$ cat src/design/owtr_pkg.sv
`default_nettype none
package owtr_pkg;
  localparam int TIMER_WIDTH_DEF = 20;
  localparam int CFG_IDX_W = 3;
  localparam int CFG_DATA_W = 20;
  localparam int QUEUE_DEPTH = 2;

  localparam logic [2:0] CFG_RESET_LOW = 3'd0;
  localparam logic [2:0] CFG_RESET_REL = 3'd1;
  localparam logic [2:0] CFG_PRES_WAIT = 3'd2;
  localparam logic [2:0] CFG_PRES_END = 3'd3;
  localparam logic [2:0] CFG_CONV_WAIT = 3'd4;
  localparam logic [2:0] CFG_SLOT_TIME = 3'd5;
  localparam logic [2:0] CFG_SAMPLE_OFF = 3'd6;
  localparam logic [2:0] CFG_READ_REC = 3'd7;

  localparam logic [7:0] CMD_SKIP = 8'hCC;
  localparam logic [7:0] CMD_CONVERT = 8'h44;
  localparam logic [7:0] CMD_READ = 8'hBE;
  localparam logic [1:0] EDGE_US = 2'd2;

  localparam logic [1:0] ST_OK = 2'd0;
  localparam logic [1:0] ST_NO_PRES = 2'd1;
  localparam logic [1:0] ST_PRES_STUCK = 2'd2;

  typedef enum logic [3:0] {
    S_IDLE, S_R1_LOW, S_R1_REL, S_R1_WAIT, S_R1_END, S_W_SKIP1, S_W_CONV, S_CWAIT,
    S_R2_LOW, S_R2_REL, S_R2_WAIT, S_R2_END, S_W_SKIP2, S_W_RDCMD, S_RD_LO, S_RD_HI
  } step_t;

  typedef enum logic [1:0] {OP_TICK, OP_START} op_t;

  typedef struct packed {
    op_t  op;
    logic line;
  } work_t;

  typedef struct packed {
    logic [15:0] temperature;
    logic [1:0]  status;
    logic        done_res;
    logic        busy_res;
    logic        drive_low;
  } result_t;

  typedef struct packed {
    logic [9:0]  reset_low_us;
    logic [7:0]  reset_release_us;
    logic [7:0]  presence_wait_limit;
    logic [7:0]  presence_end_limit;
    logic [19:0] conversion_wait_us;
    logic [7:0]  slot_time_us;
    logic [5:0]  sample_offset_us;
    logic [7:0]  read_recovery_us;
  } cfg_t;
endpackage
`default_nettype wire

$ cat src/design/owtr_front.sv
`default_nettype none
module owtr_front (
  input  wire logic            clk,
  input  wire logic            rst_n,
  input  wire logic            in_valid,
  output logic                 in_ready,
  input  wire logic [1:0]      in_data,
  output owtr_pkg::work_t      q_data,
  output logic                 q_valid,
  input  wire logic            q_ready
);
  import owtr_pkg::*;

  work_t            mem_r [QUEUE_DEPTH];
  logic             wp_r, rp_r;
  logic [1:0]       cnt_r;
  logic             push, pop;
  work_t            w;

  always_comb begin
    w.op = in_data[0] ? OP_START : OP_TICK;
    w.line = in_data[1];
  end

  assign in_ready = (cnt_r != 2'd2);
  assign q_valid  = (cnt_r != 2'd0);
  assign q_data   = mem_r[rp_r];
  assign push = in_valid && in_ready;
  assign pop  = q_valid && q_ready;

  always_ff @(posedge clk) begin
    if (push) mem_r[wp_r] <= w;
    if (!rst_n) begin
      wp_r <= 1'b0;
      rp_r <= 1'b0;
      cnt_r <= 2'd0;
    end else begin
      if (push) wp_r <= ~wp_r;
      if (pop) rp_r <= ~rp_r;
      cnt_r <= cnt_r + {1'b0, push} - {1'b0, pop};
    end
  end
endmodule
`default_nettype wire

$ cat src/design/owtr_back.sv
`default_nettype none
module owtr_back #(
  parameter int TIMER_WIDTH = owtr_pkg::TIMER_WIDTH_DEF
) (
  input  wire logic            clk,
  input  wire logic            rst_n,
  input  wire owtr_pkg::cfg_t  cfg,
  input  wire owtr_pkg::work_t q_data,
  input  wire logic            q_valid,
  output logic                 q_ready,
  output logic                 out_valid,
  input  wire logic            out_ready,
  output owtr_pkg::result_t    out_res
);
  import owtr_pkg::*;

  step_t                  step_r, step_nxt;
  logic [2:0]             phase_r, phase_nxt;
  logic [TIMER_WIDTH-1:0] tc_r, tc_nxt;
  logic [7:0]             retry_r, retry_nxt;
  logic [2:0]             bit_r, bit_nxt;
  logic [7:0]             sh_r, sh_nxt;
  logic [7:0]             lo_r, lo_nxt;
  logic [7:0]             hi_r, hi_nxt;
  logic                   ov_r;
  result_t                res_r;
  result_t                res;
  logic                   fire;

  logic [TIMER_WIDTH-1:0] dur, dmask, tinc;
  logic                   el;
  logic [7:0]             rinc;
  logic                   done;
  logic [1:0]             st;
  logic                   last_bit;

  assign q_ready = !ov_r || out_ready;
  assign fire = q_valid && q_ready;
  assign out_valid = ov_r;
  assign out_res = res_r;

  always_comb begin
    dur = '0;
    case (step_r)
      S_R1_LOW, S_R2_LOW: dur = TIMER_WIDTH'(cfg.reset_low_us);
      S_R1_REL, S_R2_REL: dur = TIMER_WIDTH'(cfg.reset_release_us);
      S_CWAIT: dur = TIMER_WIDTH'(cfg.conversion_wait_us);
      S_W_SKIP1, S_W_CONV, S_W_SKIP2, S_W_RDCMD:
        dur = (phase_r == 3'd1) ? TIMER_WIDTH'(cfg.slot_time_us) : TIMER_WIDTH'(EDGE_US);
      S_RD_LO, S_RD_HI:
        case (phase_r)
          3'd0: dur = TIMER_WIDTH'(EDGE_US);
          3'd1: dur = TIMER_WIDTH'(cfg.sample_offset_us);
          default: dur = TIMER_WIDTH'(cfg.read_recovery_us);
        endcase
      default: dur = '0;
    endcase
    dmask = (dur == '0) ? TIMER_WIDTH'(1) : dur;
    tinc = tc_r + TIMER_WIDTH'(1);
    el = (tinc >= dmask);
  end

  always_comb begin
    step_nxt = step_r;
    phase_nxt = phase_r;
    tc_nxt = tc_r;
    retry_nxt = retry_r;
    bit_nxt = bit_r;
    sh_nxt = sh_r;
    lo_nxt = lo_r;
    hi_nxt = hi_r;
    done = 1'b0;
    st = ST_OK;
    rinc = retry_r + 8'd1;
    last_bit = (bit_r == 3'd7);
    if (q_data.op == OP_START) begin
      if (step_r == S_IDLE) begin
        step_nxt = S_R1_LOW;
        phase_nxt = '0; tc_nxt = '0; retry_nxt = '0; bit_nxt = '0;
        sh_nxt = '0; lo_nxt = '0; hi_nxt = '0;
      end
    end else begin
      case (step_r)
        S_R1_LOW, S_R2_LOW, S_R1_REL, S_R2_REL, S_CWAIT: begin
          tc_nxt = el ? '0 : tinc;
          if (el) begin
            step_nxt = (step_r == S_CWAIT) ? S_R2_LOW : step_t'(step_r + 4'd1);
            retry_nxt = (step_r == S_R1_REL || step_r == S_R2_REL) ? 8'd0 : retry_r;
          end
        end
        S_R1_WAIT, S_R2_WAIT: begin
          if (!q_data.line) begin
            step_nxt = step_t'(step_r + 4'd1);
            retry_nxt = '0;
          end else begin
            retry_nxt = rinc;
            if (rinc >= cfg.presence_wait_limit) begin
              done = 1'b1; st = ST_NO_PRES;
            end
          end
        end
        S_R1_END, S_R2_END: begin
          if (q_data.line) begin
            step_nxt = (step_r == S_R1_END) ? S_W_SKIP1 : S_W_SKIP2;
            sh_nxt = CMD_SKIP; bit_nxt = '0; phase_nxt = '0; tc_nxt = '0;
          end else begin
            retry_nxt = rinc;
            if (rinc >= cfg.presence_end_limit) begin
              done = 1'b1; st = ST_PRES_STUCK;
            end
          end
        end
        S_W_SKIP1, S_W_CONV, S_W_SKIP2, S_W_RDCMD: begin
          tc_nxt = el ? '0 : tinc;
          if (el) begin
            if (phase_r == 3'd0) phase_nxt = 3'd1;
            else if (phase_r == 3'd1 && !sh_r[0]) phase_nxt = 3'd2;
            else begin
              sh_nxt = sh_r >> 1;
              phase_nxt = '0;
              bit_nxt = last_bit ? 3'd0 : bit_r + 3'd1;
              if (last_bit) begin
                case (step_r)
                  S_W_SKIP1: begin step_nxt = S_W_CONV; sh_nxt = CMD_CONVERT; end
                  S_W_CONV: step_nxt = S_CWAIT;
                  S_W_SKIP2: begin step_nxt = S_W_RDCMD; sh_nxt = CMD_READ; end
                  default: begin step_nxt = S_RD_LO; sh_nxt = '0; end
                endcase
              end
            end
          end
        end
        S_RD_LO, S_RD_HI: begin
          tc_nxt = el ? '0 : tinc;
          if (el) begin
            if (phase_r == 3'd0) phase_nxt = 3'd1;
            else if (phase_r == 3'd1) begin
              sh_nxt = {q_data.line, sh_r[7:1]};
              phase_nxt = 3'd2;
            end else begin
              phase_nxt = '0;
              bit_nxt = last_bit ? 3'd0 : bit_r + 3'd1;
              if (last_bit) begin
                if (step_r == S_RD_LO) begin
                  lo_nxt = sh_r; step_nxt = S_RD_HI; sh_nxt = '0;
                end else begin
                  hi_nxt = sh_r; done = 1'b1; st = ST_OK;
                end
              end
            end
          end
        end
        default: ;
      endcase
    end
    if (done) begin
      step_nxt = S_IDLE;
      phase_nxt = '0; tc_nxt = '0; retry_nxt = '0; bit_nxt = '0;
    end
    res.done_res = done;
    res.status = done ? st : ST_OK;
    res.temperature = (done && st == ST_OK) ? {hi_nxt, lo_nxt} : 16'd0;
    res.busy_res = (step_nxt != S_IDLE);
    case (step_nxt)
      S_R1_LOW, S_R2_LOW: res.drive_low = 1'b1;
      S_W_SKIP1, S_W_CONV, S_W_SKIP2, S_W_RDCMD:
        res.drive_low = (phase_nxt == 3'd0) || (phase_nxt == 3'd1 && !sh_nxt[0]);
      S_RD_LO, S_RD_HI: res.drive_low = (phase_nxt == 3'd0);
      default: res.drive_low = 1'b0;
    endcase
  end

  always_ff @(posedge clk) begin
    if (!rst_n) begin
      step_r <= S_IDLE;
      ov_r <= 1'b0;
      phase_r <= '0;
      tc_r <= '0;
      retry_r <= '0;
      bit_r <= '0;
      sh_r <= '0;
      lo_r <= '0;
      hi_r <= '0;
    end else begin
      if (fire) begin
        res_r <= res;
        step_r <= step_nxt;
        sh_r <= sh_nxt;
        lo_r <= lo_nxt;
        hi_r <= hi_nxt;
        tc_r <= tc_nxt;
        retry_r <= retry_nxt;
        bit_r <= bit_nxt;
        phase_r <= phase_nxt;
      end
      if (fire) ov_r <= 1'b1;
      else if (out_ready) ov_r <= 1'b0;
    end
  end
endmodule
`default_nettype wire

$ cat src/design/onewire_temperature_reader.sv
// Path: a word waits in the two-entry queue; its result is registered at the edge that takes
//   its tick from the queue, into the output register.
// Throughput: one word per cycle unless the output stalls; one sequencer step per word.
// Reset: synchronous active-low rst_n clears the queue, the sequencer (idle) and the output
//   valid, but not the result data, and loads the timing registers with their defaults.
`default_nettype none
module onewire_temperature_reader #(
  parameter int TIMER_WIDTH = owtr_pkg::TIMER_WIDTH_DEF
) (
  input  wire logic        clk,
  input  wire logic        rst_n,
  input  wire logic        in_tvalid,
  output logic             in_tready,
  input  wire logic [7:0]  in_tdata,   // command, line_level
  output logic             out_tvalid,
  input  wire logic        out_tready,
  output logic [23:0]      out_tdata,  // drive_low, busy_res, done_res, status[2], temperature[16]
  input  wire logic        cfg_we,
  input  wire logic [owtr_pkg::CFG_IDX_W-1:0]  cfg_index,
  input  wire logic [owtr_pkg::CFG_DATA_W-1:0] cfg_wdata
);
  import owtr_pkg::*;

  cfg_t    cfg_r;
  work_t   q_data;
  logic    q_valid, q_ready;
  result_t res;

  always_ff @(posedge clk) begin
    if (!rst_n) begin
      cfg_r.reset_low_us <= 10'd720;
      cfg_r.reset_release_us <= 8'd60;
      cfg_r.presence_wait_limit <= 8'd200;
      cfg_r.presence_end_limit <= 8'd240;
      cfg_r.conversion_wait_us <= 20'd750000;
      cfg_r.slot_time_us <= 8'd60;
      cfg_r.sample_offset_us <= 6'd10;
      cfg_r.read_recovery_us <= 8'd50;
    end else if (cfg_we) begin
      case (cfg_index)
        CFG_RESET_LOW: cfg_r.reset_low_us <= cfg_wdata[9:0];
        CFG_RESET_REL: cfg_r.reset_release_us <= cfg_wdata[7:0];
        CFG_PRES_WAIT: cfg_r.presence_wait_limit <= cfg_wdata[7:0];
        CFG_PRES_END: cfg_r.presence_end_limit <= cfg_wdata[7:0];
        CFG_CONV_WAIT: cfg_r.conversion_wait_us <= cfg_wdata[19:0];
        CFG_SLOT_TIME: cfg_r.slot_time_us <= cfg_wdata[7:0];
        CFG_SAMPLE_OFF: cfg_r.sample_offset_us <= cfg_wdata[5:0];
        CFG_READ_REC: cfg_r.read_recovery_us <= cfg_wdata[7:0];
        default: ;
      endcase
    end
  end

  owtr_front u_front (
    .clk, .rst_n,
    .in_valid(in_tvalid), .in_ready(in_tready), .in_data(in_tdata[1:0]),
    .q_data, .q_valid, .q_ready
  );

  owtr_back #(.TIMER_WIDTH(TIMER_WIDTH)) u_back (
    .clk, .rst_n, .cfg(cfg_r),
    .q_data, .q_valid, .q_ready,
    .out_valid(out_tvalid), .out_ready(out_tready), .out_res(res)
  );

  assign out_tdata = {3'b000, res};

  a_done_idle: assert property (@(posedge clk) disable iff (!rst_n)
    out_tvalid && out_tdata[2] |-> !out_tdata[1]) else $error("done while busy");
  a_status_done: assert property (@(posedge clk) disable iff (!rst_n)
    out_tvalid && !out_tdata[2] |-> out_tdata[4:3] == 2'd0) else $error("status without done");
  a_err_release: assert property (@(posedge clk) disable iff (!rst_n)
    out_tvalid && out_tdata[4:3] != 2'd0 |-> !out_tdata[0] && out_tdata[20:5] == 16'd0)
    else $error("error end not clean");
endmodule
`default_nettype wire
$ cat config.mk
export PLATFORM = sky130hd
export DESIGN_NAME = onewire_temperature_reader
export DESIGN_NICKNAME = d
export VERILOG_FILES = /design/src/design/owtr_pkg.sv /design/src/design/owtr_front.sv /design/src/design/owtr_back.sv /design/src/design/onewire_temperature_reader.sv
export SDC_FILE = /design/constraint.sdc
export NUM_CORES = 1
export LEC_CHECK = 0
export BUFFER_PORTS_ARGS = -buffer_cell sky130_fd_sc_hd__buf_4
export CAP_MARGIN = 20
export CORE_ASPECT_RATIO = 0.5
export CORE_MARGIN = 8
export CORE_UTILIZATION = 66
export CTS_CLUSTER_SIZE = 28
export DETAILED_ROUTE_END_ITERATION = 12
export HOLD_SLACK_MARGIN = 0.05
export PLACE_DENSITY = 0.83
export SYNTH_ARGS = -nofsm -noshare
export SYNTH_HDL_FRONTEND = slang
export SYNTH_HIERARCHICAL = 1
export SYNTH_SLANG_ARGS = --single-unit
$ cat constraint.sdc
create_clock -name clk -period 7.4 [get_ports clk]
set_input_delay 1.11 -clock clk [delete_from_list [all_inputs] [get_ports clk]]
set_output_delay 1.11 -clock clk [all_outputs]
set_load 0.02 [all_outputs]
==> impl_summary.txt, run 1 <==
----------------------------------------------------
[Global route]
  Largest net degree at the start of global routing ... 65
  GR Util All Layers ... 0.2613
  Global-route wire length before repair ... 39190 um
  Vias in the first global route ... 7753
  Number of antenna violations at the first check in global routing ... 0
  Remaining global-route overflow ... 0

[Clock network]
  Post-CTS clock slew at the launch and capture registers of the worst setup and hold paths ... 0.07 ns
  Hold buffers post-CTS ... 0
  Post-CTS setup buffer count ... 0
  Bufs on Longest Clock Path ... 2
  CTS tree ... done
  Clock latency on the worst-skew pair ... 0.43 ns
  Num Clock Sinks ... 161
  Clock tree root buffer cell ... sky130_fd_sc_hd__clkbuf_16
  CTS-repair resized insts ... 0
  Count of H-tree levels built during CTS ... 4
  Number of clock buffers inserted by TritonCTS ... 17

[Layout]
  Share of final-layout standard cells stronger than drive strength 1 ... 0.1158
  Commonest cells after routing, fill and taps aside ... sky130_fd_sc_hd__nand2_1, sky130_fd_sc_hd__dfxtp_1, sky130_fd_sc_hd__mux2i_1
  Number of diodes added for antenna fixing ... 0
  Commonest non-fill, non-tap cell in the layout ... sky130_fd_sc_hd__nand2_1
  Fill cell count ... 1029
  Synthesis-to-finish area growth ... 10.85%
  Cell area after layout ... 0.01033 mm^2
  Area taken by flip-flops and latches ... 0.003473 mm^2
  # nets final ... 1183
  Multi-input gate area ... 0.005484 mm^2

[Synthesis]
  Post-synth ARST share ... 0
  Post-synth top flop ... sky130_fd_sc_hd__dfxtp_1
  Seq cells post-synth ... 161
  Yosys cell types ... 81
  Post-Synthesis Cells ... 1082
  Sequential share of the synthesized area ... 0.3729
  Syn. warnings ... 6
  Largest area contributor in the netlist ... sky130_fd_sc_hd__dfxtp_1
  Avg Inst Size Synth ... 8.609 um^2
  Cell area after synthesis ... 0.009315 mm^2
  Leading post-synthesis cells by cell area ... sky130_fd_sc_hd__dfxtp_1, sky130_fd_sc_hd__mux2i_1, sky130_fd_sc_hd__edfxtp_1
  Area share of the largest cell type after synthesis ... 0.2923
  Number of flops mapped to enable cells by yosys ... 25

[Placed design]
  Final HPWL from detailed placement ... 17010 um
  Final weighted congestion of routability-driven global placement ... 0.9301
  Cell area reported after detailed placement ... 0.009761 mm^2
  Count of port buffers added during placement ... 52

[Detailed routing]
  Routed length per instance ... 18.88 um
  Antenna-violating nets left ... 0
  Via count of the routed design ... 8391
  DRT iter0 DRCs ... 998
  Wirelength, routed ... 24660 um
  Number of vias per cell after detailed routing ... 6.425
  Detailed-router iteration count before antenna repair ... 6
  # DRC ... 0

[STA]
  Unrepaired setup endpoints after global routing ... no
  Clock skew after layout ... 0.009964 ns
  Endpoints failing setup ... 0
  Highest achievable clock rate ... 155.0 MHz
  Slew HR ... 0.3286
  Measured slew at the worst slew-check pin ... 1.007 ns
  Final hold violations ... 0
  Post-route clock period utilization ... 0.8716
  Setup tns final ... 0 ns
  Min Tclk post-route ... 6.450 ns
  Max-slew violation count ... 0

[Worst setup path]
  CP peak stage delay ... 0.51 ns
  Worst path buffer plus inverter count ... 2
  Data arrival, critical path ... 6.61 ns
  Slack of the worst reg-to-reg path ... 0.95 ns
  Worst setup startpoint ... u_back/step_r[0]$_SDFFE_PN0P_
  Length in cells of the worst reg-to-reg path ... 22
  Crit. End Element ... flip-flop
  Path type of the worst setup path ... flip-flop to flip-flop
  Critical Path Slowest Stage Cell ... sky130_fd_sc_hd__dfxtp_1
  Cell family with most CP delay ... compound AO/OA/AOI/OAI gates
  CP Depth ... 22
  Cell breakdown of the critical path ... inv_1 > ha_1 > mux2_2 > o21a_1 > o21ai_0 > nand3_1 > a221oi_1 > nand4_1 > nor4bb_1 > nand4_1 > nand4_1 > ha_1 > nand2b_1 > a2111o_1 > a32o_1 > nor3_4 > buf_4 > a211oi_1 > nor4_1 > o31ai_1 > a221oi_1 > a211oi_1
  Worst r2r dst ... u_back/out_res[0]$_DFFE_PP_
  Reg2Reg Launch Point ... u_back/step_r[0]$_SDFFE_PN0P_
  Worst EP required ... 7.56 ns
  Maximum fanout count along the critical path ... 14
  Endpoint of the most critical setup path ... u_back/out_res[0]$_DFFE_PP_
  Element type at the critical path start ... flip-flop
  Cell type with the highest occurrence count on the critical path ... sky130_fd_sc_hd__nand4_1

[Die]
  Number of placement rows ... 30
  Floorplan core area ... 0.01366 mm^2
  Die X-Extent ... 184.0 um
  Die area ... 0.01840 mm^2
  Initial Utilization ... 0.6818
  I/O Pins ... 62
  Die span in y ... 100.0 um

[Job]
  Max-capacitance violation count ... 0

[Power and ir drop]
  Maximum ir drop on the vdd rail ... 0.0001939 V
  P per Cell Area ... 249.6 mW/mm^2
  Leakage ... 4.179 nW

[Worst hold path]
  HP Class ... flip-flop to flip-flop

[Run status]
  Run status ... finished, final reports clean

----------------------------------------------------
state kept, by name (all words and copies together) (netlist names), named ones only:
register and cells:
cfg_r 76, u_back/out_res 21, u_back/tc_r 20, u_back/lo_r 8
u_back/retry_r 8, u_back/sh_r 8, u_back/step_r 4, u_front/mem_r 4
u_back/bit_r 3, u_back/phase_r 3, u_front/cnt_r 2, u_back/out_valid 1
u_front/rp_r 1, u_front/wp_r 1
kinds of logic after synthesis:
group | after synthesis | synth area share
muxes | 91 | 0.09832
and+or+nand+nor | 438 | 0.2372
DFF | 161 | 0.3729
buffers and inverters | 89 | 0.04177
AOI/OAI and AO/OA | 228 | 0.1619
xor gates and xnor gates | 27 | 0.02539
adders and majority gates | 46 | 0.06179
other | 2 | 0.0008062
Yosys cell counts (all sizes together), types with 11 or more instances:
cell type  count
nand2        159
dfxtp        136
mux2i         87
a21oi         82
nor2          68
nor2b         56
ha            46
clkbuf        40
o21ai         40
nand3         33
a22oi         25
buf           25
edfxtp        25
inv           24
and3          19
nand4         16
nand2b        15
nor3          14
xor2          14
and2          13
xnor2         13
nand3b        11
report_power, final:
group	switching [mW]	internal [mW]	total [mW]
sequential	0.0261	0.943	0.969
clock	0.413	0.448	0.861
combinational	0.496	0.252	0.748
total	0.934	1.64	2.58
worst min path at each step:
stage / endpoint / cells past startpoint / startpoint
6_report: u_back/phase_r[2]$_SDFFE_PN0P_ / 2 / u_back/phase_r[2]$_SDFFE_PN0P_
5_1_grt: cfg_r[66]$_SDFFE_PN0P_ / 2 / cfg_r[66]$_SDFFE_PN0P_
4_1_cts: u_back/phase_r[2]$_SDFFE_PN0P_ / 2 / u_back/phase_r[2]$_SDFFE_PN0P_
3_5_place_dp: u_back/phase_r[2]$_SDFFE_PN0P_ / 2 / u_back/phase_r[2]$_SDFFE_PN0P_
3_3_place_gp: u_back/phase_r[2]$_SDFFE_PN0P_ / 2 / u_back/phase_r[2]$_SDFFE_PN0P_
2_1_floorplan: u_back/phase_r[2]$_SDFFE_PN0P_ / 2 / u_back/phase_r[2]$_SDFFE_PN0P_
worst reg2reg max path, delay by kind of cell (launching register included):
family,cells,cell delay (ns)
buf+inv,2,0.39
compound gates,9,2.42
flops,1,0.51
mux,1,0.37
simple gates,8,1.84
fa+ha+maj,2,0.66
cell type report:
type | count | share of cell area
multi-input cells | 834 | 0.5311
flip-flops and latches | 161 | 0.3364
repair buffers | 63 | 0.04580
clock buffers | 17 | 0.04120
well taps | 192 | 0.02326
clock inverters | 15 | 0.01357
inverters | 24 | 0.008724
per-layer routing:
metal / routed length (um) / global-route usage / up-vias
met5: 0 / 0 / -
met4: 544 / 0.07948 / 0
met3: 2468 / 0.05948 / 76
met2: 11020 / 0.4171 / 451
met1: 10620 / 0.3478 / 3964
li1: - / - / 3900
stage by stage:
step / worst slack, ns / total power, mW / hold WS [ns] / instances / utilization
2_1_floorplan: 2.388 / 1.505 / 0.4184 / 1084 / -
3_3_place_gp: 1.430 / 1.677 / 0.4289 / 1274 / 0.7144
3_5_place_dp: 1.285 / 1.701 / 0.4405 / 1274 / 0.7144
4_1_cts: 1.135 / 2.555 / 0.4493 / 1306 / 0.7558
5_1_grt: 0.7608 / 2.680 / 0.4746 / 1306 / 0.7558
6_report: 0.9498 / 2.577 / 0.4542 / 1306 / 0.7558
No activity file was read; power rests on OpenSTA's default activity.
==> inputs of run 2 (changes only) <==
Settings changed: CORE_MARGIN 8 to default.
==> run 2 against run 1 <==
Against the previous run:
- worst hold slack got worse by 0.013 ns
- fmax up 1.2%
- count of clock-buffer cells in the layout grew 1
- wire length decreased by 4.1%
- sequential cell count unchanged
- design area about the same
- register-to-register slack improved by 0.08 ns
- sequential power is essentially flat
- global-route usage increased by 6.8 points
- non-clock buffer count unchanged
- critical path depth unchanged
- critical path type unchanged
==> impl_summary.txt, run 2 (synthesized netlist as in run 1, its figures left out) <==
----------------------------------------------------
[Run status]
  Run status ... finished, final reports clean (unchanged)

[Layout]
  Fill cell count ... 1000 (was 1029)
  Register containing the most flip-flops in the final layout ... cfg_r (unchanged)
  Number of diodes added for antenna fixing ... 0 (unchanged)
  Commonest non-fill, non-tap cell in the layout ... sky130_fd_sc_hd__nand2_1 (unchanged)
  Synthesis-to-finish area growth ... 10.93% (was 10.85%)
  Share of final-layout standard cells stronger than drive strength 1 ... 0.1149 (was 0.1158)
  End-of-flow core utilization ... 0.7563 (was 0.7558)
  Non-filler instance count after layout ... 1306 (unchanged)
  Max reg flops ... 76 (unchanged)
  # nets final ... 1183 (unchanged)
  Commonest cells after routing, fill and taps aside ... sky130_fd_sc_hd__nand2_1, sky130_fd_sc_hd__dfxtp_1, sky130_fd_sc_hd__mux2i_1 (unchanged)

[Detailed routing]
  Antenna-violating nets left ... 0 (unchanged)
  Detailed-router iteration count before antenna repair ... 5 (was 6)
  Met2 wire len ... 10350 um (was 11020 um)
  # DRC ... 0 (unchanged)
  DRT iter0 DRCs ... 770 (was 998)
  Number of vias per cell after detailed routing ... 6.329 (was 6.425)
  Detailed-routed wire length on met3 ... 2019 um (was 2468 um)
  Routed length per instance ... 18.11 um (was 18.88 um)
  Via count of the routed design ... 8266 (was 8391)
  Post-Route M1 WL ... 10790 um (was 10620 um)
  Uppermost routed layer ... met4 (unchanged)
  Wirelength, routed ... 23650 um (was 24660 um)

[Worst setup path]
  Worst r2r dst ... u_back/tc_r[15]$_SDFFE_PN0P_ (was u_back/out_res[0]$_DFFE_PP_)
  Reg2Reg Launch Point ... u_back/step_r[0]$_SDFFE_PN0P_ (unchanged)
  Endpoint of the most critical setup path ... u_back/tc_r[15]$_SDFFE_PN0P_ (was u_back/out_res[0]$_DFFE_PP_)
  Slack of the worst reg-to-reg path ... 1.03 ns (was 0.95 ns)
  Path type of the worst setup path ... flip-flop to flip-flop (unchanged)
  Element type at the critical path start ... flip-flop (unchanged)
  Maximum fanout count along the critical path ... 14 (unchanged)
  Worst EP required ... 7.76 ns (was 7.56 ns)
  Crit. End Element ... flip-flop (unchanged)
  Data arrival, critical path ... 6.73 ns (was 6.61 ns)
  Length in cells of the worst reg-to-reg path ... 22 (unchanged)
  Worst setup startpoint ... u_back/step_r[0]$_SDFFE_PN0P_ (unchanged)

[Global route]
  Global-route wire length before repair ... 37550 um (was 39190 um)
  Vias in the first global route ... 7629 (was 7753)
  Remaining global-route overflow ... 0 (unchanged)
  Largest net degree at the start of global routing ... 74 (was 65)
  Number of antenna violations at the first check in global routing ... 0 (unchanged)
  GR Util All Layers ... 0.3293 (was 0.2613)

[Job]
  Max-capacitance violation count ... 0 (unchanged)

[Die]
  Die span in y ... 86.01 um (was 100.0 um)
  I/O Pins ... 62 (unchanged)
  Die area ... 0.01462 mm^2 (was 0.01840 mm^2)
  Die X-Extent ... 170.0 um (was 184.0 um)
  Number of placement rows ... 30 (unchanged)
  Initial Utilization ... 0.6818 (unchanged)
  Floorplan core area ... 0.01366 mm^2 (unchanged)

[STA]
  Clock skew after layout ... 0.01269 ns (was 0.009964 ns)
  Final worst-path setup slack ... 1.029 ns (was 0.9498 ns)
  Min Tclk post-route ... 6.371 ns (was 6.450 ns)
  Setup tns final ... 0 ns (unchanged)
  Slew HR ... 0.2729 (was 0.3286)
  Endpoints failing setup ... 0 (unchanged)
  Unrepaired setup endpoints after global routing ... no (unchanged)
  Highest achievable clock rate ... 157.0 MHz (was 155.0 MHz)
  Hold Slack ... 0.4407 ns (was 0.4542 ns)
  Post-route clock period utilization ... 0.8609 (was 0.8716)
  Final hold violations ... 0 (unchanged)
  Max-slew violation count ... 0 (unchanged)
  Measured slew at the worst slew-check pin ... 1.091 ns (was 1.007 ns)

[Clock network]
  Num Clock Sinks ... 161 (unchanged)
  Clock latency on the worst-skew pair ... 0.43 ns (about the same)
  Count of H-tree levels built during CTS ... 4 (unchanged)
  Post-CTS setup buffer count ... 0 (unchanged)
  Number of clock buffers inserted by TritonCTS ... 17 (unchanged)
  Post-CTS clock slew at the launch and capture registers of the worst setup and hold paths ... 0.07 ns (about the same)
  Hold buffers post-CTS ... 0 (unchanged)
  CTS-repair resized insts ... 0 (unchanged)
  CTS tree ... done (unchanged)
  Bufs on Longest Clock Path ... 2 (unchanged)
  Clock tree root buffer cell ... sky130_fd_sc_hd__clkbuf_16 (unchanged)

[Power and ir drop]
  Maximum ir drop on the vdd rail ... 0.0001292 V (was 0.0001939 V)
  P per Cell Area ... 249.9 mW/mm^2 (was 249.6 mW/mm^2)
  Leakage ... 4.182 nW (was 4.179 nW)

[Placed design]
  Post-Place Worst Slack ... 1.204 ns (was 1.285 ns)
  Cell count after placement ... 1274 (unchanged)
  Final weighted congestion of routability-driven global placement ... 0.9195 (was 0.9301)
  Count of port buffers added during placement ... 52 (unchanged)
  Final HPWL from detailed placement ... 16500 um (was 17010 um)

[Worst hold path]
  HP Class ... flip-flop to flip-flop (unchanged)

----------------------------------------------------
==> run 2: cell count changes in the layout (fill, tap and decap cells not counted) <==
cell / change
sky130_fd_sc_hd__clkinv_4: +3
sky130_fd_sc_hd__inv_8: -2
sky130_fd_sc_hd__bufinv_16: +1
sky130_fd_sc_hd__clkbuf_1: +1
sky130_fd_sc_hd__clkinv_8: -1
sky130_fd_sc_hd__clkinvlp_4: -1
sky130_fd_sc_hd__inv_4: -1
==> run 2: worst min-delay path by stage <==
stage | from | endpoint | cells past startpoint
finish | u_back/phase_r[2]$_SDFFE_PN0P_ | u_back/phase_r[2]$_SDFFE_PN0P_ | 2
global route | u_back/phase_r[2]$_SDFFE_PN0P_ | u_back/phase_r[2]$_SDFFE_PN0P_ | 2
CTS | u_back/phase_r[2]$_SDFFE_PN0P_ | u_back/phase_r[2]$_SDFFE_PN0P_ | 2
detailed placement | u_back/phase_r[2]$_SDFFE_PN0P_ | u_back/phase_r[2]$_SDFFE_PN0P_ | 2
global placement | u_back/phase_r[2]$_SDFFE_PN0P_ | u_back/phase_r[2]$_SDFFE_PN0P_ | 2
floorplan | u_back/phase_r[2]$_SDFFE_PN0P_ | u_back/phase_r[2]$_SDFFE_PN0P_ | 2
==> run 2: worst max-delay path, cell delays in order (launching register included) <==
cell                       delay (ns)
sky130_fd_sc_hd__dfxtp_1         0.51
sky130_fd_sc_hd__inv_1           0.13
sky130_fd_sc_hd__ha_1            0.41
sky130_fd_sc_hd__mux2_2          0.36
sky130_fd_sc_hd__o21a_1          0.29
sky130_fd_sc_hd__o21ai_0         0.20
sky130_fd_sc_hd__nand3_1         0.13
sky130_fd_sc_hd__a221oi_1        0.34
sky130_fd_sc_hd__nand4_1         0.19
sky130_fd_sc_hd__nor4bb_1        0.32
sky130_fd_sc_hd__nand4_1         0.14
sky130_fd_sc_hd__nand4_1         0.13
sky130_fd_sc_hd__ha_1            0.23
sky130_fd_sc_hd__nand2b_1        0.14
sky130_fd_sc_hd__a2111o_1        0.47
sky130_fd_sc_hd__a32o_1          0.35
sky130_fd_sc_hd__nor3_4          0.23
sky130_fd_sc_hd__buf_4           0.25
sky130_fd_sc_hd__o2111a_1        0.32
sky130_fd_sc_hd__and3_1          0.47
sky130_fd_sc_hd__nand2_1         0.18
sky130_fd_sc_hd__or3_1           0.36
sky130_fd_sc_hd__a21oi_1         0.14
==> run 2: per-stage QoR <==
step / power [mW] / cell area (um^2)
global route: 2.677 / 10330
CTS: 2.566 / 10330
global placement: 1.680 / 9761
floorplan: 1.505 / 9323
finish: 2.582 / 10330
detailed placement: 1.702 / 9761
==> run 2: layout make-up <==
cell class / count / area (um^2) / share of cell area
Timing Repair Buffer: 63 / 473.0 / 0.04577
Clock buffer: 18 / 429.2 / 0.04153
Clock inverter: 14 / 143.9 / 0.01392
Tap cell: 192 / 240.2 / 0.02325
Sequential cell: 161 / 3473 / 0.3361
Multi-Input combinational cell: 834 / 5484 / 0.5307
Inverter: 24 / 90.09 / 0.008718
==> run 2: power by group <==
group / internal (mW) / switching [mW]
clock: 0.476 / 0.396
combinational: 0.252 / 0.488
sequential: 0.943 / 0.0271
total: 1.67 / 0.912
==> run 2: metal layers <==
layer | vias up | track usage
met3 | 62 | 0.06184
met1 | 3927 | 0.4565
met4 | 0 | 0.1212
met2 | 366 | 0.5130
li1 | 3911 | -
met5 | - | 0
==> inputs of run 3 (changes only) <==
Settings changed: CORE_MARGIN from default to 8, CORE_UTILIZATION 66 to 65, PLACE_DENSITY 0.83 to 0.82, SYNTH_HIERARCHICAL 1 to default.
==> run 3 against run 2 <==
Against the previous run:
- design area decreased by 6.2%
- core utilization shrank 2.9 points
- critical endpoint is now u_back.tc_r[0]$_SDFFE_PN0P_
- synthesized cell count about the same
- largest power group unchanged
- highest routed layer unchanged
- largest cell class unchanged
- critical path depth is 2 lower
- count of clock-buffer cells in the layout unchanged
- non-clock buffer count shrank 2
- critical path type unchanged
==> impl_summary.txt, run 3 <==
----------------------------------------------------
[Synthesis]
  Post-synth ARST share ... 0 (unchanged)
  Syn. warnings ... 0 (was 6)
  Area share of the largest cell type after synthesis ... 0.3117 (was 0.2923)
  Number of flops mapped to enable cells by yosys ... 25 (unchanged)
  Sequential share of the synthesized area ... 0.3977 (was 0.3729)
  Post-Synthesis Cells ... 1081 (was 1082)
  Post-synth top flop ... sky130_fd_sc_hd__dfxtp_1 (unchanged)
  Yosys cell types ... 75 (was 81)
  Leading post-synthesis cells by cell area ... sky130_fd_sc_hd__dfxtp_1, sky130_fd_sc_hd__nand2_1, sky130_fd_sc_hd__edfxtp_1 (was sky130_fd_sc_hd__dfxtp_1, sky130_fd_sc_hd__mux2i_1, sky130_fd_sc_hd__edfxtp_1)
  Largest area contributor in the netlist ... sky130_fd_sc_hd__dfxtp_1 (unchanged)
  Synth cell count leaders ... sky130_fd_sc_hd__nand2_1, sky130_fd_sc_hd__dfxtp_1, sky130_fd_sc_hd__a21oi_1 (was sky130_fd_sc_hd__nand2_1, sky130_fd_sc_hd__dfxtp_1, sky130_fd_sc_hd__mux2i_1)
  Most numerous cell in the Yosys netlist ... sky130_fd_sc_hd__nand2_1 (unchanged)
  Seq cells post-synth ... 161 (unchanged)
  Cell area after synthesis ... 0.008735 mm^2 (was 0.009315 mm^2)
  Avg Inst Size Synth ... 8.080 um^2 (was 8.609 um^2)

[Detailed routing]
  # DRC ... 0 (unchanged)
  Via count of the routed design ... 8062 (was 8266)
  Antenna-violating nets left ... 0 (unchanged)
  Routed length per instance ... 17.32 um (was 18.11 um)
  Number of vias per cell after detailed routing ... 6.254 (was 6.329)
  Wirelength, routed ... 22330 um (was 23650 um)
  DRT iter0 DRCs ... 834 (was 770)
  Detailed-router iteration count before antenna repair ... 6 (was 5)

[Die]
  I/O Pins ... 62 (unchanged)
  Die span in y ... 97.97 um (was 86.01 um)
  Floorplan core area ... 0.01333 mm^2 (was 0.01366 mm^2)
  Number of placement rows ... 30 (unchanged)
  Die X-Extent ... 179.9 um (was 170.0 um)
  Initial Utilization ... 0.6555 (was 0.6818)
  Die area ... 0.01763 mm^2 (was 0.01462 mm^2)

[STA]
  Min Tclk post-route ... 6.406 ns (was 6.371 ns)
  Final hold violations ... 0 (unchanged)
  Slew HR ... 0.3013 (was 0.2729)
  Post-route clock period utilization ... 0.8657 (was 0.8609)
  Highest achievable clock rate ... 156.1 MHz (was 157.0 MHz)
  Clock skew after layout ... 0.01016 ns (was 0.01269 ns)
  Max-slew violation count ... 0 (unchanged)
  Measured slew at the worst slew-check pin ... 1.046 ns (was 1.091 ns)
  Unrepaired setup endpoints after global routing ... no (unchanged)
  Endpoints failing setup ... 0 (unchanged)
  Setup tns final ... 0 ns (unchanged)

[Layout]
  End-of-flow core utilization ... 0.7270 (was 0.7563)
  Commonest cells after routing, fill and taps aside ... sky130_fd_sc_hd__nand2_1, sky130_fd_sc_hd__dfxtp_1, sky130_fd_sc_hd__a21oi_1 (was sky130_fd_sc_hd__nand2_1, sky130_fd_sc_hd__dfxtp_1, sky130_fd_sc_hd__mux2i_1)
  Register containing the most flip-flops in the final layout ... cfg_r (unchanged)
  Share of final-layout standard cells stronger than drive strength 1 ... 0.1078 (was 0.1149)
  Synthesis-to-finish area growth ... 10.92% (was 10.93%)
  Multi-input gate area ... 0.004871 mm^2 (was 0.005484 mm^2)
  Area taken by flip-flops and latches ... 0.003473 mm^2 (unchanged)
  Fill cell count ... 1001 (was 1000)
  Number of diodes added for antenna fixing ... 0 (unchanged)
  # nets final ... 1182 (was 1183)
  Commonest non-fill, non-tap cell in the layout ... sky130_fd_sc_hd__nand2_1 (unchanged)
  Max reg flops ... 76 (unchanged)

[Worst setup path]
  Length in cells of the worst reg-to-reg path ... 20 (was 22)
  Maximum fanout count along the critical path ... 20 (was 14)
  Endpoint of the most critical setup path ... u_back.tc_r[0]$_SDFFE_PN0P_ (was u_back/tc_r[15]$_SDFFE_PN0P_)
  Crit. End Element ... flip-flop (unchanged)
  Worst EP required ... 7.74 ns (was 7.76 ns)
  Worst setup startpoint ... u_back.step_r[0]$_SDFFE_PN0P_ (was u_back/step_r[0]$_SDFFE_PN0P_)
  Data arrival, critical path ... 6.75 ns (was 6.73 ns)
  Element type at the critical path start ... flip-flop (unchanged)
  Worst r2r dst ... u_back.tc_r[0]$_SDFFE_PN0P_ (was u_back/tc_r[15]$_SDFFE_PN0P_)
  Path type of the worst setup path ... flip-flop to flip-flop (unchanged)
  Slack of the worst reg-to-reg path ... 0.99 ns (was 1.03 ns)
  Reg2Reg Launch Point ... u_back.step_r[0]$_SDFFE_PN0P_ (was u_back/step_r[0]$_SDFFE_PN0P_)

[Global route]
  Number of antenna violations at the first check in global routing ... 0 (unchanged)
  Vias in the first global route ... 7557 (was 7629)
  Largest net degree at the start of global routing ... 89 (was 74)
  Remaining global-route overflow ... 0 (unchanged)
  Global-route wire length before repair ... 36940 um (was 37550 um)
  GR Util All Layers ... 0.2484 (was 0.3293)

[Clock network]
  Clock latency on the worst-skew pair ... 0.43 ns (about the same)
  Hold buffers post-CTS ... 0 (unchanged)
  Post-CTS clock slew at the launch and capture registers of the worst setup and hold paths ... 0.07 ns (about the same)
  Bufs on Longest Clock Path ... 2 (unchanged)
  CTS-repair resized insts ... 0 (unchanged)
  Number of clock buffers inserted by TritonCTS ... 17 (unchanged)
  Post-CTS setup buffer count ... 0 (unchanged)
  Num Clock Sinks ... 161 (unchanged)
  Count of H-tree levels built during CTS ... 4 (unchanged)
  Clock tree root buffer cell ... sky130_fd_sc_hd__clkbuf_16 (unchanged)
  CTS tree ... done (unchanged)

[Job]
  Max-capacitance violation count ... 0 (unchanged)

[Run status]
  Run status ... finished, final reports clean (unchanged)

[Power and ir drop]
  Leakage ... 3.813 nW (was 4.182 nW)
  P per Cell Area ... 262.3 mW/mm^2 (was 249.9 mW/mm^2)
  Maximum ir drop on the vdd rail ... 0.0001692 V (was 0.0001292 V)

[Worst hold path]
  HP Class ... flip-flop to flip-flop (unchanged)
  Worst Hold Depth ... 2 (unchanged)

[Placed design]
  Final HPWL from detailed placement ... 15250 um (was 16500 um)
  Count of port buffers added during placement ... 52 (unchanged)
  Final weighted congestion of routability-driven global placement ... 0.9342 (was 0.9195)

----------------------------------------------------
run 3: cell types whose count changed after synthesis, sizes merged, moves of 13 or more:
cell	previous run	this run
nor2b	56	7
nand3	33	67
nand2	159	235
o22ai	3	16
mux2i	87	15
a21oi	82	107
run 3: how the worst min path moves through the flow:
stage,startpoint,endpoint
floorplan,u_back.tc_r[18]$_SDFFE_PN0P_,u_back.tc_r[18]$_SDFFE_PN0P_
global placement,u_back.tc_r[18]$_SDFFE_PN0P_,u_back.tc_r[18]$_SDFFE_PN0P_
detailed placement,cfg_r[43]$_SDFFE_PN0P_,cfg_r[43]$_SDFFE_PN0P_
CTS,cfg_r[43]$_SDFFE_PN0P_,cfg_r[43]$_SDFFE_PN0P_
global route,cfg_r[23]$_SDFFE_PN0P_,cfg_r[23]$_SDFFE_PN0P_
finish,cfg_r[24]$_SDFFE_PN0P_,cfg_r[24]$_SDFFE_PN0P_
run 3: logic make-up after synthesis:
group / Yosys count / synth area share
AOI/OAI and AO/OA: 255 / 0.1878
xor gates and xnor gates: 29 / 0.02994
adders and majority gates: 46 / 0.06589
buffers and inverters: 91 / 0.04641
DFF: 161 / 0.3977
muxes: 19 / 0.02277
other: 1 / 0.0004293
and+or+nand+nor: 479 / 0.2491
run 3: layout make-up:
cell class,count,area share
clock buffers,18,0.04430
clock inverters,14,0.01279
inverters,28,0.01085
multi-input cells,831,0.5028
flip-flops and latches,161,0.3585
well taps,176,0.02273
repair buffers,61,0.04804
run 3: through the flow:
stage | hold WS (ns) | instances | setup slack [ns] | total power, mW | cell area (um^2)
global route | 0.4696 | 1289 | 0.6538 | 2.648 | 9688
CTS | 0.4570 | 1288 | 1.151 | 2.528 | 9673
floorplan | 0.4319 | 1083 | 2.597 | 1.530 | 8742
finish | 0.4581 | 1289 | 0.9941 | 2.541 | 9688
detailed placement | 0.4477 | 1256 | 1.201 | 1.707 | 9120
global placement | 0.4393 | 1256 | 1.242 | 1.685 | 9120
run 3: power breakdown:
group	leakage, nW	internal, mW	switching, mW
Clock	0.267	0.439	0.389
Combinational	2.20	0.238	0.486
Sequential	1.34	0.952	0.0377
Total	3.81	1.63	0.912
run 3: routing by layer:
metal	up-vias	part of all wire	track usage
met5	-	0	0
met4	0	0.019	0.07702
met3	53	0.090	0.06336
met2	388	0.45	0.3881
met1	3763	0.45	0.3332
li1	3858	-	-
run 3: critical path, cell delays in order, from the launching register on:
cell,delay [ns]
sky130_fd_sc_hd__dfxtp_1,0.47
sky130_fd_sc_hd__inv_1,0.13
sky130_fd_sc_hd__ha_1,0.37
sky130_fd_sc_hd__mux2_2,0.35
sky130_fd_sc_hd__o21ai_1,0.52
sky130_fd_sc_hd__nor2_1,0.30
sky130_fd_sc_hd__a21oi_1,0.30
sky130_fd_sc_hd__nand2_1,0.08
sky130_fd_sc_hd__or4b_1,0.47
sky130_fd_sc_hd__o21ai_0,0.21
sky130_fd_sc_hd__ha_1,0.25
sky130_fd_sc_hd__nand2b_1,0.15
sky130_fd_sc_hd__a2111oi_2,0.36
sky130_fd_sc_hd__o311a_1,0.26
sky130_fd_sc_hd__o211a_1,0.46
sky130_fd_sc_hd__o211ai_1,0.17
sky130_fd_sc_hd__a21oi_2,0.41
sky130_fd_sc_hd__and3_1,0.24
sky130_fd_sc_hd__buf_4,0.25
sky130_fd_sc_hd__nand2_1,0.30
sky130_fd_sc_hd__o31ai_1,0.27
